File: config.mk
export PLATFORM = sky130hd
export DESIGN_NAME = fastq_record_kmer_splitter
export DESIGN_NICKNAME = d
export VERILOG_FILES = /design/src/hdl/fqks_pkg.sv /design/src/hdl/fqks_window.sv /design/src/hdl/fastq_record_kmer_splitter.sv
export SDC_FILE = /design/constraint.sdc
export NUM_CORES = 1
export LEC_CHECK = 0
export BUFFER_PORTS_ARGS = -buffer_cell sky130_fd_sc_hd__buf_4
export CORE_UTILIZATION = 55
export DETAILED_ROUTE_END_ITERATION = 6
export PLACE_DENSITY = 0.75
export REMOVE_ABC_BUFFERS = 1
export SLEW_MARGIN = 20
export SYNTH_ARGS = -nofsm -noshare
export SYNTH_HDL_FRONTEND = slang
export SYNTH_SLANG_ARGS = --single-unit
File: constraint.sdc
create_clock -name clock -period 8.7 [get_ports clock]
set_input_delay 0.435 -clock clock [delete_from_list [all_inputs] [get_ports clock]]
set_output_delay 0.435 -clock clock [all_outputs]
set_load 0.005 [all_outputs]
File: src/hdl/fqks_pkg.sv
// Shared types and constants for the FASTQ k-mer splitter.
package fqks_pkg;

   localparam int KLEN_W   = 6;
   localparam int PLEN_W   = 5;
   localparam int CSR_W    = 6;
   localparam int CSR_IX_W = 1;
   localparam int PREFIX_W = 32;
   localparam int SUFFIX_W = 62;
   localparam int RECORD_W = 32;

   localparam logic [CSR_IX_W-1:0] CSR_KMER_LEN   = 1'b0;
   localparam logic [CSR_IX_W-1:0] CSR_PREFIX_LEN = 1'b1;

   localparam logic [KLEN_W-1:0] KMER_LEN_RESET   = 6'd31;
   localparam logic [PLEN_W-1:0] PREFIX_LEN_RESET = 5'd5;

   localparam logic [7:0] CHAR_NL   = 8'h0A;
   localparam logic [7:0] CHAR_TAB  = 8'h09;
   localparam logic [7:0] CHAR_VT   = 8'h0B;
   localparam logic [7:0] CHAR_FF   = 8'h0C;
   localparam logic [7:0] CHAR_CR   = 8'h0D;
   localparam logic [7:0] CHAR_SP   = 8'h20;
   localparam logic [7:0] CHAR_PLUS = 8'h2B;
   localparam logic [7:0] CHAR_AT   = 8'h40;
   localparam logic [7:0] CHAR_A    = 8'h41;
   localparam logic [7:0] CHAR_C    = 8'h43;
   localparam logic [7:0] CHAR_G    = 8'h47;
   localparam logic [7:0] CHAR_T    = 8'h54;

   localparam logic [1:0] CODE_A = 2'd0;
   localparam logic [1:0] CODE_C = 2'd1;
   localparam logic [1:0] CODE_G = 2'd2;
   localparam logic [1:0] CODE_T = 2'd3;

   localparam logic KIND_KMER = 1'b0;
   localparam logic KIND_END  = 1'b1;

   typedef enum logic [4:0] {
      PH_HEADER    = 5'b00001,
      PH_SEQUENCE  = 5'b00010,
      PH_SEPARATOR = 5'b00100,
      PH_QUALITY   = 5'b01000,
      PH_BETWEEN   = 5'b10000
   } phase_type;

   typedef struct packed {
      logic       shift;
      logic       clear;
      logic [1:0] code;
      logic       amb;
   } win_ctrl_type;

   typedef struct packed {
      logic                emit;
      logic [PREFIX_W-1:0] prefix;
      logic [SUFFIX_W-1:0] suffix;
      logic                ambiguous;
   } kmer_type;

endpackage

File: src/hdl/fqks_window.sv
// Sliding base window with k-mer extraction and prefix/suffix split.
module fqks_window #(
   parameter int MAX_KMER = 32
) (
   input  logic                          clock,
   input  logic                          reset,
   input  fqks_pkg::win_ctrl_type        ctrl,
   input  logic [fqks_pkg::KLEN_W-1:0]   kmer_len,
   input  logic [fqks_pkg::PLEN_W-1:0]   prefix_len,
   output fqks_pkg::kmer_type            kmer
);

   localparam int WIN_W  = 2 * MAX_KMER;
   localparam int FILL_W = $clog2(MAX_KMER + 1);
   localparam int KW     = fqks_pkg::KLEN_W;
   localparam logic [KW-1:0]     MAX_K    = KW'(MAX_KMER);
   localparam logic [FILL_W-1:0] FILL_TOP = FILL_W'(MAX_KMER);

   logic [WIN_W-1:0]    win_ff, win_in, win_new, kmer_bits;
   logic [MAX_KMER-1:0] amb_ff, amb_in, amb_new;
   logic [FILL_W-1:0]   fill_ff, fill_in, fill_new;
   logic [KW-1:0]       k_eff, p_eff, s_eff;
   logic [KW:0]         k2, s2;

   always_comb begin
      win_new  = {win_ff[WIN_W-3:0], ctrl.code};
      amb_new  = {amb_ff[MAX_KMER-2:0], ctrl.amb};
      fill_new = (fill_ff == FILL_TOP) ? fill_ff : fill_ff + 1'b1;

      // clamp lengths so the suffix always keeps at least one base
      if (kmer_len < KW'(2)) begin
         k_eff = KW'(2);
      end else if (kmer_len > MAX_K) begin
         k_eff = MAX_K;
      end else begin
         k_eff = kmer_len;
      end
      p_eff = (prefix_len == '0) ? KW'(1) : KW'(prefix_len);
      if (p_eff > k_eff - 1'b1) begin
         p_eff = k_eff - 1'b1;
      end
      s_eff = k_eff - p_eff;
      k2    = {k_eff, 1'b0};
      s2    = {s_eff, 1'b0};

      kmer_bits      = win_new & ~({WIN_W{1'b1}} << k2);
      kmer.emit      = ctrl.shift && (KW'(fill_new) >= k_eff);
      kmer.prefix    = fqks_pkg::PREFIX_W'(kmer_bits >> s2);
      kmer.suffix    = fqks_pkg::SUFFIX_W'(kmer_bits & ~({WIN_W{1'b1}} << s2));
      kmer.ambiguous = |(amb_new & ~({MAX_KMER{1'b1}} << k_eff));

      win_in  = win_ff;
      amb_in  = amb_ff;
      fill_in = fill_ff;
      if (ctrl.clear) begin
         win_in  = '0;
         amb_in  = '0;
         fill_in = '0;
      end else if (ctrl.shift) begin
         win_in  = win_new;
         amb_in  = amb_new;
         fill_in = fill_new;
      end
   end

   always_ff @(posedge clock) begin
      if (reset) begin
         win_ff  <= '0;
         amb_ff  <= '0;
         fill_ff <= '0;
      end else begin
         win_ff  <= win_in;
         amb_ff  <= amb_in;
         fill_ff <= fill_in;
      end
   end

endmodule

File: src/hdl/fastq_record_kmer_splitter.sv
// Top level: FASTQ parser, record counters and registered result port.
//
//   channel  direction  handshake            payload
//   req      in         req_valid/req_stall  req_text_byte
//   rsp      out        rsp_valid/rsp_stall  kind, prefix, suffix, flags, record
//   csr      in         csr_write_enable     csr_index, csr_write_data
//
// One byte per cycle unless the result is stalled; a result is registered in the
// cycle after its byte. The single result register sets the pace: a new request
// is taken whenever the result register is empty or being drained.
// Reset is synchronous and returns the parser to the header phase.
// A stalled result holds req_stall high until it is taken.
module fastq_record_kmer_splitter #(
   parameter int MAX_KMER   = 32,
   parameter int COUNT_BITS = 16
) (
   input  logic                            clock,
   input  logic                            reset,
   input  logic                            req_valid,
   output logic                            req_stall,
   input  logic [7:0]                      req_text_byte,
   output logic                            rsp_valid,
   input  logic                            rsp_stall,
   output logic                            rsp_result_kind,
   output logic [fqks_pkg::PREFIX_W-1:0]   rsp_prefix_bases,
   output logic [fqks_pkg::SUFFIX_W-1:0]   rsp_suffix_bases,
   output logic                            rsp_has_ambiguous,
   output logic                            rsp_length_mismatch,
   output logic [fqks_pkg::RECORD_W-1:0]   rsp_record_number,
   input  logic                            csr_write_enable,
   input  logic [fqks_pkg::CSR_IX_W-1:0]   csr_index,
   input  logic [fqks_pkg::CSR_W-1:0]      csr_write_data
);

   fqks_pkg::phase_type                 phase_ff, phase_in;
   logic                                prev_nl_ff;
   logic [COUNT_BITS-1:0]               base_cnt_ff, base_cnt_in;
   logic [COUNT_BITS-1:0]               qual_cnt_ff, qual_cnt_in;
   logic [fqks_pkg::RECORD_W-1:0]       record_ff, record_in;
   logic [fqks_pkg::KLEN_W-1:0]         kmer_len_ff;
   logic [fqks_pkg::PLEN_W-1:0]         prefix_len_ff;

   logic                                rsp_valid_ff, rsp_valid_in;
   logic                                kind_ff, amb_ff, mismatch_ff;
   logic [fqks_pkg::PREFIX_W-1:0]       prefix_ff;
   logic [fqks_pkg::SUFFIX_W-1:0]       suffix_ff;
   logic [fqks_pkg::RECORD_W-1:0]       rnum_ff;

   logic                                accept, nl, white, rec_end;
   fqks_pkg::win_ctrl_type              win_ctrl;
   fqks_pkg::kmer_type                  kmer;

   assign req_stall = rsp_valid_ff && rsp_stall;
   assign accept    = req_valid && !req_stall;
   assign nl        = (req_text_byte == fqks_pkg::CHAR_NL);
   assign white     = nl || (req_text_byte == fqks_pkg::CHAR_SP)
                      || (req_text_byte == fqks_pkg::CHAR_TAB)
                      || (req_text_byte == fqks_pkg::CHAR_VT)
                      || (req_text_byte == fqks_pkg::CHAR_FF)
                      || (req_text_byte == fqks_pkg::CHAR_CR);

   always_comb begin
      phase_in      = phase_ff;
      base_cnt_in   = base_cnt_ff;
      qual_cnt_in   = qual_cnt_ff;
      record_in     = record_ff;
      rec_end       = 1'b0;
      win_ctrl      = '0;
      case (req_text_byte)
         fqks_pkg::CHAR_A: win_ctrl.code = fqks_pkg::CODE_A;
         fqks_pkg::CHAR_C: win_ctrl.code = fqks_pkg::CODE_C;
         fqks_pkg::CHAR_G: win_ctrl.code = fqks_pkg::CODE_G;
         fqks_pkg::CHAR_T: win_ctrl.code = fqks_pkg::CODE_T;
         default: begin
            win_ctrl.code = fqks_pkg::CODE_A;
            win_ctrl.amb  = 1'b1;
         end
      endcase

      if (accept) begin
         case (phase_ff)
            fqks_pkg::PH_HEADER: begin
               if (nl) begin
                  win_ctrl.clear = 1'b1;
                  base_cnt_in    = '0;
                  qual_cnt_in    = '0;
                  phase_in       = fqks_pkg::PH_SEQUENCE;
               end
            end
            fqks_pkg::PH_SEQUENCE: begin
               if (white) begin
                  phase_in = phase_ff;
               end else if (prev_nl_ff && req_text_byte == fqks_pkg::CHAR_PLUS) begin
                  phase_in = fqks_pkg::PH_SEPARATOR;
               end else begin
                  win_ctrl.shift = 1'b1;
                  if (base_cnt_ff != '1) begin
                     base_cnt_in = base_cnt_ff + 1'b1;
                  end
               end
            end
            fqks_pkg::PH_SEPARATOR: begin
               if (nl) begin
                  qual_cnt_in = '0;
                  phase_in    = fqks_pkg::PH_QUALITY;
               end
            end
            fqks_pkg::PH_QUALITY: begin
               if (nl) begin
                  rec_end   = 1'b1;
                  record_in = record_ff + 1'b1;
                  phase_in  = fqks_pkg::PH_BETWEEN;
               end else if (!white && qual_cnt_ff != '1) begin
                  qual_cnt_in = qual_cnt_ff + 1'b1;
               end
            end
            fqks_pkg::PH_BETWEEN: begin
               if (prev_nl_ff && req_text_byte == fqks_pkg::CHAR_AT) begin
                  phase_in = fqks_pkg::PH_HEADER;
               end
            end
            default: phase_in = fqks_pkg::PH_HEADER;
         endcase
      end

      if (rec_end || kmer.emit) begin
         rsp_valid_in = 1'b1;
      end else if (!rsp_stall) begin
         rsp_valid_in = 1'b0;
      end else begin
         rsp_valid_in = rsp_valid_ff;
      end
   end

   fqks_window #(
      .MAX_KMER (MAX_KMER)
   ) u_window (
      .clock      (clock),
      .reset      (reset),
      .ctrl       (win_ctrl),
      .kmer_len   (kmer_len_ff),
      .prefix_len (prefix_len_ff),
      .kmer       (kmer)
   );

   always_ff @(posedge clock) begin
      if (reset) begin
         phase_ff      <= fqks_pkg::PH_HEADER;
         prev_nl_ff    <= 1'b1;
         base_cnt_ff   <= '0;
         qual_cnt_ff   <= '0;
         record_ff     <= '0;
         rsp_valid_ff  <= 1'b0;
         kmer_len_ff   <= fqks_pkg::KMER_LEN_RESET;
         prefix_len_ff <= fqks_pkg::PREFIX_LEN_RESET;
      end else begin
         phase_ff     <= phase_in;
         base_cnt_ff  <= base_cnt_in;
         qual_cnt_ff  <= qual_cnt_in;
         record_ff    <= record_in;
         rsp_valid_ff <= rsp_valid_in;
         if (accept) begin
            prev_nl_ff <= nl;
         end
         if (csr_write_enable) begin
            case (csr_index)
               fqks_pkg::CSR_KMER_LEN:
                  kmer_len_ff <= csr_write_data[fqks_pkg::KLEN_W-1:0];
               fqks_pkg::CSR_PREFIX_LEN:
                  prefix_len_ff <= csr_write_data[fqks_pkg::PLEN_W-1:0];
               default: kmer_len_ff <= kmer_len_ff;
            endcase
         end
      end
   end

   // load the result register only when a request produces a result
   always_ff @(posedge clock) begin
      if (rec_end) begin
         kind_ff     <= fqks_pkg::KIND_END;
         prefix_ff   <= '0;
         suffix_ff   <= '0;
         amb_ff      <= 1'b0;
         mismatch_ff <= (base_cnt_ff != qual_cnt_ff);
         rnum_ff     <= record_ff;
      end else if (kmer.emit) begin
         kind_ff     <= fqks_pkg::KIND_KMER;
         prefix_ff   <= kmer.prefix;
         suffix_ff   <= kmer.suffix;
         amb_ff      <= kmer.ambiguous;
         mismatch_ff <= 1'b0;
         rnum_ff     <= record_ff;
      end
   end

   assign rsp_valid           = rsp_valid_ff;
   assign rsp_result_kind     = kind_ff;
   assign rsp_prefix_bases    = prefix_ff;
   assign rsp_suffix_bases    = suffix_ff;
   assign rsp_has_ambiguous   = amb_ff;
   assign rsp_length_mismatch = mismatch_ff;
   assign rsp_record_number   = rnum_ff;

   a_stall_only_when_full: assert property (@(posedge clock) disable iff (reset)
      req_stall |-> rsp_valid)
      else $error("input stalled with empty result register");

   a_quality_end_result: assert property (@(posedge clock) disable iff (reset)
      accept && phase_ff == fqks_pkg::PH_QUALITY && nl
      |=> rsp_valid && rsp_result_kind == fqks_pkg::KIND_END)
      else $error("quality line end gave no record-end result");

   a_end_result_clean: assert property (@(posedge clock) disable iff (reset)
      rsp_valid && rsp_result_kind == fqks_pkg::KIND_END
      |-> rsp_prefix_bases == '0 && rsp_suffix_bases == '0 && !rsp_has_ambiguous)
      else $error("record-end result carries base data");

   a_kmer_no_mismatch: assert property (@(posedge clock) disable iff (reset)
      rsp_valid && rsp_result_kind == fqks_pkg::KIND_KMER |-> !rsp_length_mismatch)
      else $error("k-mer result flags a length mismatch");

endmodule
==> results.sh, run 1 <==
export IMPL_status="finished, violations left"
export IMPL_violations="DRC"
export IMPL_final_setup_tns_ns=0
export IMPL_coreArea_um2=28900
export IMPL_synth_top_family_by_area="simple AND/OR/NAND/NOR gates"
export IMPL_io_pins=151
export IMPL_dieArea_um2=30400
export IMPL_hold_class="in2reg"
export IMPL_cap_violations=0
export IMPL_worst_slew_pin_slew_ns=1.12
export IMPL_syn_to_final_growth_pct=14.7
export IMPL_fin_nets=2092
export IMPL_whs_ns=0.145
export IMPL_diodes=0
export IMPL_wirelength_mm=49.2
export IMPL_path_clk_slew_ns=0.06
export IMPL_regArea_um2=6540
export IMPL_crit_required_ns=9.11
export IMPL_place_congestion=0.951
export IMPL_finalHoldViolCount=0
export IMPL_clk_path_buf_depth=3
export IMPL_start_kind="flop"
export IMPL_slew_violations=0
export IMPL_grt_usage_pct=31.7
export IMPL_power_frac_clock_pct=40.2
export IMPL_synth_seq_cells=310
export IMPL_wl_met3_mm=4.47
export IMPL_period_share_pct=87.1
export IMPL_fillers=2483
export IMPL_rsz0062_at_grt="false"
export IMPL_switchingPower_w=0.00108
export IMPL_cts_htree_levels=2
export IMPL_muxShareOfSynthArea_pct=8.36
export IMPL_final_cell_mix="nand2_1, dfxtp_1, a21oi_1, buf_4, o21ai_0"
export IMPL_drive_above_1_share_pct=14.2
export IMPL_grt_pass1_wl_mm=77.2
export IMPL_clock_sinks=310
export IMPL_firstDrtPassIters=7
export IMPL_relSlewSlack_pct=24.8
export IMPL_wl_met2_mm=21.9
export IMPL_setup_viol=0
export IMPL_synth_edf_count=33
export IMPL_drc=5
export IMPL_p_per_area_nw_per_um2=192
export IMPL_multi_input_area_um2=9210
export IMPL_comb_power_share_pct=19.3
export IMPL_yosys_most_used_dff="dfxtp_1"
export IMPL_syn_area_per_cell_um2=8.23
export IMPL_drt_iter0_drc=1749
export IMPL_num_vias=15300
export IMPL_die_h_um=174
export IMPL_cts_buffers=34
export IMPL_leakagePower_nw=6.80
export IMPL_cp_end_kind="flop"
export IMPL_critical_path_class="reg2reg"
export IMPL_cp_max_fo=39
export IMPL_p_seq_share_pct=40.5
export IMPL_wl_per_cell_um=20.0
export IMPL_synthArstFlopShare_pct=0
export IMPL_p_int_w=0.00252
export IMPL_grt_overflow=0
export IMPL_met1Wirelength_mm=20.9
export IMPL_cts_root_buffer="clkbuf_16"
export IMPL_initial_core_util_pct=56.5
export IMPL_fmax_mhz=132
export IMPL_synthXorXnorAreaFrac_pct=3.97
export IMPL_skew_ns=0.0173
export IMPL_ant_nets=0
export IMPL_power_w=0.00360
export IMPL_io_buffer_count=150
export IMPL_cp_arrival_ns=7.99
export IMPL_ys_warn_count=0
export IMPL_clock_latency_ns=0.52
export IMPL_cts_tree="built"
export IMPL_switching_share_pct=30.0
export IMPL_cts_setup_buffers=0
export IMPL_grt_start_max_net_pins=114
export IMPL_postSynthCellCount=1985
export IMPL_synthAdderAreaFrac_pct=1.88
export IMPL_rows=62
export IMPL_synth_compound_area_share_pct=20.5
export IMPL_synth_cell_type_count=75
export IMPL_yosysSeqAreaShare_pct=40.0
export IMPL_yosys_area_share_simple_pct=21.2
export IMPL_viasPerCell=6.23
export IMPL_fp_dieW_um=174
export IMPL_hold_buffers=0
export IMPL_syn_cell_area_um2=16300
export IMPL_grt_pass1_vias=14000
export IMPL_ir_drop_uv=157
export IMPL_post_cts_resize_count=0
export IMPL_min_period_ns=7.58
export IMPL_antenna_found_initial=0
export IMPL_highest_layer="met4"
export IMPL_dp_hpwl_mm=34.6
export IMPL_layout_commonest_cell="nand2_1"
export IMPL_final_util_pct=64.7
## flip-flops by register name, summed over array words and instances (netlist names)
signal,cells
rsp_suffix_bases,62
u_window.win_ff,62
record_ff,32
rsp_prefix_bases,32
rsp_record_number,32
u_window.amb_ff,31
base_cnt_ff,16
qual_cnt_ff,16
kmer_len_ff,6
u_window.fill_ff,6
phase_ff,5
prefix_len_ff,5
prev_nl_ff,1
rsp_has_ambiguous,1
rsp_length_mismatch,1
rsp_result_kind,1
rsp_valid,1
## critical path, cell delays in order (launching register included)
cell and delay, ns:
dfxtp_1 0.57, or4_1 0.79, o21ai_0 0.24, inv_1 0.18, ha_1 0.42, xnor2_1 0.31, ha_1 0.30, and3_1 0.19
a31o_2 0.27, nor2_1 0.53, nor3_1 0.11, a21oi_1 0.16, ha_2 0.20, fa_2 0.34, nand2b_1 0.08, a21o_1 0.22
o21ai_0 0.59, or2_2 0.75, buf_4 0.46, mux2_2 0.40, a221o_1 0.32
## cells by family (layout without fill, tap and decap cells)
| group | Yosys count | after routing |
|---|---|---|
| and+or+nand+nor | 747 | 747 |
| adders and majority gates | 24 | 24 |
| AOI/OAI and AO/OA | 540 | 540 |
| xor gates and xnor gates | 74 | 74 |
| buffers and inverters | 172 | 261 |
| muxes | 118 | 118 |
| DFF | 310 | 310 |
## stage by stage
step                      setup WS, ns  cell area (um2)  std cells
after floorplan                  0.182            15800       1842
after global placement            1.56            17600       2396
after detailed placement          1.32            17600       2396
after CTS                         1.28            18700       2458
after global routing             0.754            18700       2458
final                             1.12            18700       2458
## final timing paths
check / from / to / slack (ns) / cells past startpoint
min: csr_write_data[0] / kmer_len_ff[0] / 0.15 / 3
min reg2reg: rsp_prefix_bases[2] / rsp_prefix_bases[2] / 0.44 / 2
max reg2reg: kmer_len_ff[2] / rsp_prefix_bases[8] / 1.12 / 20
max: kmer_len_ff[2] / rsp_prefix_bases[8] / 1.12 / 20
## final cells by class
class	count	share of cell area, %
Sequential cell	310	34.9
Inverter	29	0.581
Multi-Input combinational cell	1503	49.1
Timing Repair Buffer	170	6.83
Clock buffer	48	5.26
Tap cell	384	2.56
Clock inverter	14	0.735
## synth_stat cells (all sizes together) (7+ instances only)
library cell / count / area [um2]
xnor2: 51 / 447
nor3: 30 / 160
a211o: 9 / 78.8
clkbuf: 101 / 379
o21ai: 166 / 831
and2: 17 / 106
and3: 25 / 156
buf: 42 / 188
inv: 29 / 109
o21a: 16 / 120
a21o: 12 / 90.1
a32o: 13 / 130
or2: 7 / 43.8
a211oi: 10 / 75.1
nor2: 153 / 574
dfxtp: 277 / 5550
xor2: 23 / 201
a22o: 28 / 245
o211ai: 17 / 128
mux2i: 78 / 781
mux2: 28 / 315
nor2b: 10 / 62.6
nand3: 62 / 310
or3: 24 / 150
nand4: 22 / 159
nand2b: 13 / 81.3
nor4: 9 / 83.8
a22oi: 29 / 218
nand2: 344 / 1290
o31ai: 10 / 75.1
a21oi: 176 / 881
mux4: 12 / 270
nor3b: 8 / 60.1
ha: 23 / 288
edfxtp: 33 / 991
## routing by layer
metal / up-vias / GRT usage (%)
li1: 7208 / -
met1: 7278 / 43.6
met2: 711 / 48.6
met3: 122 / 6.01
met4: 0 / 13.0
met5: - / 0
## power by group through the flow
stage          combinational (W)  sequential (W)  clock [W]
2_1_floorplan           0.000456         0.00149          0
6_report                0.000694         0.00145    0.00145
5_1_grt                 0.000732         0.00146    0.00152
3_3_place_gp            0.000661         0.00149          0
4_1_cts                 0.000672         0.00145    0.00146
3_5_place_dp            0.000669         0.00149          0
Note: power is estimated with default switching activity, not from simulation.
==> run 2, diff against run 1 <==
CTS_BUF_LIST = sky130_fd_sc_hd__clkbuf_8   (was default)
REMOVE_ABC_BUFFERS = default   (was 1)
==> run 2 against run 1 <==
Largest power group unchanged. Routed wire length is 2.3% lower. The run still ends with DRC left. Design area down 0.13%. Critical path depth rose by 1. Via count down 0.97%. Power down 3.0%. Sequential share of layout area about the same. Largest cell class unchanged.
==> results.sh, run 2 (synthesis results as in run 1) <==
export IMPL_cp_max_fo=36
export IMPL_finalHoldViolCount=0
export IMPL_clk_path_buf_depth=3
export IMPL_initial_core_util_pct=56.5
export IMPL_start_kind="flop"
export IMPL_cts_setup_buffers=0
export IMPL_ir_drop_uv=144
export IMPL_synthesis_nets=2029
export IMPL_grt_overflow=0
export IMPL_final_setup_tns_ns=0
export IMPL_critical_path_class="reg2reg"
export IMPL_rsz0062_at_grt="false"
export IMPL_grt_start_max_net_pins=114
export IMPL_min_period_ns=7.37
export IMPL_setup_viol=0
export IMPL_final_util_pct=64.7
export IMPL_drive_above_1_share_pct=15.1
export IMPL_rows=62
export IMPL_cts_buffers=51
export IMPL_dp_hpwl_mm=33.9
export IMPL_clock_latency_ns=0.61
export IMPL_grt_pass1_wl_mm=75.5
export IMPL_diodes=0
export IMPL_fin_nets=2108
export IMPL_dieArea_um2=30400
export IMPL_wl_per_cell_um=19.3
export IMPL_layout_commonest_cell="nand2_1"
export IMPL_io_pins=151
export IMPL_drt_iter0_drc=1513
export IMPL_syn_to_final_growth_pct=14.5
export IMPL_clock_sinks=310
export IMPL_cp_arrival_ns=7.86
export IMPL_drc=14
export IMPL_viasPerCell=6.09
export IMPL_stdcell_count=2490
export IMPL_io_buffer_count=150
export IMPL_dp_cells=2395
export IMPL_cts_root_buffer="clkbuf_8"
export IMPL_cp_end_kind="flop"
export IMPL_grt_usage_pct=31.0
export IMPL_die_h_um=174
export IMPL_violations="DRC"
export IMPL_p_per_area_nw_per_um2=186
export IMPL_path_clk_slew_ns=0.06
export IMPL_coreArea_um2=28900
export IMPL_final_cell_mix="nand2_1, dfxtp_1, a21oi_1, buf_4, o21ai_0"
export IMPL_relSlewSlack_pct=32.2
export IMPL_hold_class="in2reg"
export IMPL_grt_pass1_vias=13800
export IMPL_status="finished, violations left"
export IMPL_ant_nets=0
export IMPL_period_share_pct=84.8
export IMPL_leakagePower_nw=6.86
export IMPL_slew_violations=0
export IMPL_cap_violations=0
export IMPL_wirelength_mm=48.0
export IMPL_crit_required_ns=9.19
export IMPL_antenna_found_initial=0
export IMPL_num_vias=15200
export IMPL_hold_buffers=0
export IMPL_worst_slew_pin_slew_ns=1.02
export IMPL_cts_htree_levels=2
export IMPL_cts_tree="built"
export IMPL_fp_dieW_um=174
export IMPL_skew_ns=0.0266
export IMPL_fmax_mhz=136
export IMPL_post_cts_resize_count=0
export IMPL_firstDrtPassIters=7
export IMPL_place_congestion=1.02
==> run 2: cell types whose count changed in the layout (fill, tap and decap cells not counted), sizes merged <==
cell and delta:
buf -1, clkbuf +17, inv +15, clkinv +1
==> run 2: power by group <==
part | total, W | leakage (nW) | switching, W | internal, W
logic | 0.000684 | 3.78 | 0.000470 | 0.000214
registers | 0.00146 | 2.46 | 0.00000998 | 0.00145
clock network | 0.00135 | 0.620 | 0.000611 | 0.000739
==> run 2: worst paths after layout <==
check                             from              endpoint  slack [ns]  cells past startpoint
setup / recovery        kmer_len_ff[2]  rsp_prefix_bases[10]        1.33                     21
hold / removal       csr_write_data[0]        kmer_len_ff[0]        0.07                      3
hold reg to reg   rsp_suffix_bases[37]  rsp_suffix_bases[37]        0.45                      2
setup reg to reg        kmer_len_ff[2]  rsp_prefix_bases[10]        1.33                     21
==> run 2: final cells by class <==
cell class	instances	area, um2
Fill cell	2509	10200
Multi-Input combinational cell	1503	9210
Sequential cell	310	6540
Timing Repair Buffer	169	1270
Clock buffer	65	895
Tap cell	384	480
Clock inverter	30	209
Inverter	29	109
==> run 2: critical path: stages, from the launching register on <==
cell	delay, ns
dfxtp_1	0.58
or4_1	0.80
o21ai_0	0.25
inv_1	0.19
ha_1	0.41
xnor2_1	0.28
ha_1	0.29
and3_1	0.20
a31o_2	0.28
nor2_1	0.56
nor3_1	0.12
a21oi_1	0.16
ha_2	0.21
fa_2	0.34
nand2b_1	0.08
a21o_1	0.22
o21ai_0	0.41
or2_2	0.71
buf_4	0.47
mux2i_1	0.13
a22o_1	0.22
a221o_1	0.32
==> run 2: layer usage <==
metal  GRT usage (%)  part of all wire [%]  vias to the layer above
li1                -                     -                     7248
met1            42.6                    43                     7132
met2            46.7                    44                      669
met3            8.07                   9.8                      121
met4            11.3                   3.4                        0
met5               0                     0                        -
==> run 2: per-stage QoR <==
stage               cell area (um2)  hold slack [ns]  setup slack, ns  power (W)
CTS                           18700           0.0453             1.46    0.00348
floorplan                     16300            0.417             2.65    0.00197
global placement              17600            0.438             1.74    0.00214
global route                  18700           0.0509            0.829    0.00361
finish                        18700           0.0706             1.33    0.00349
detailed placement            17600            0.444             1.47    0.00214
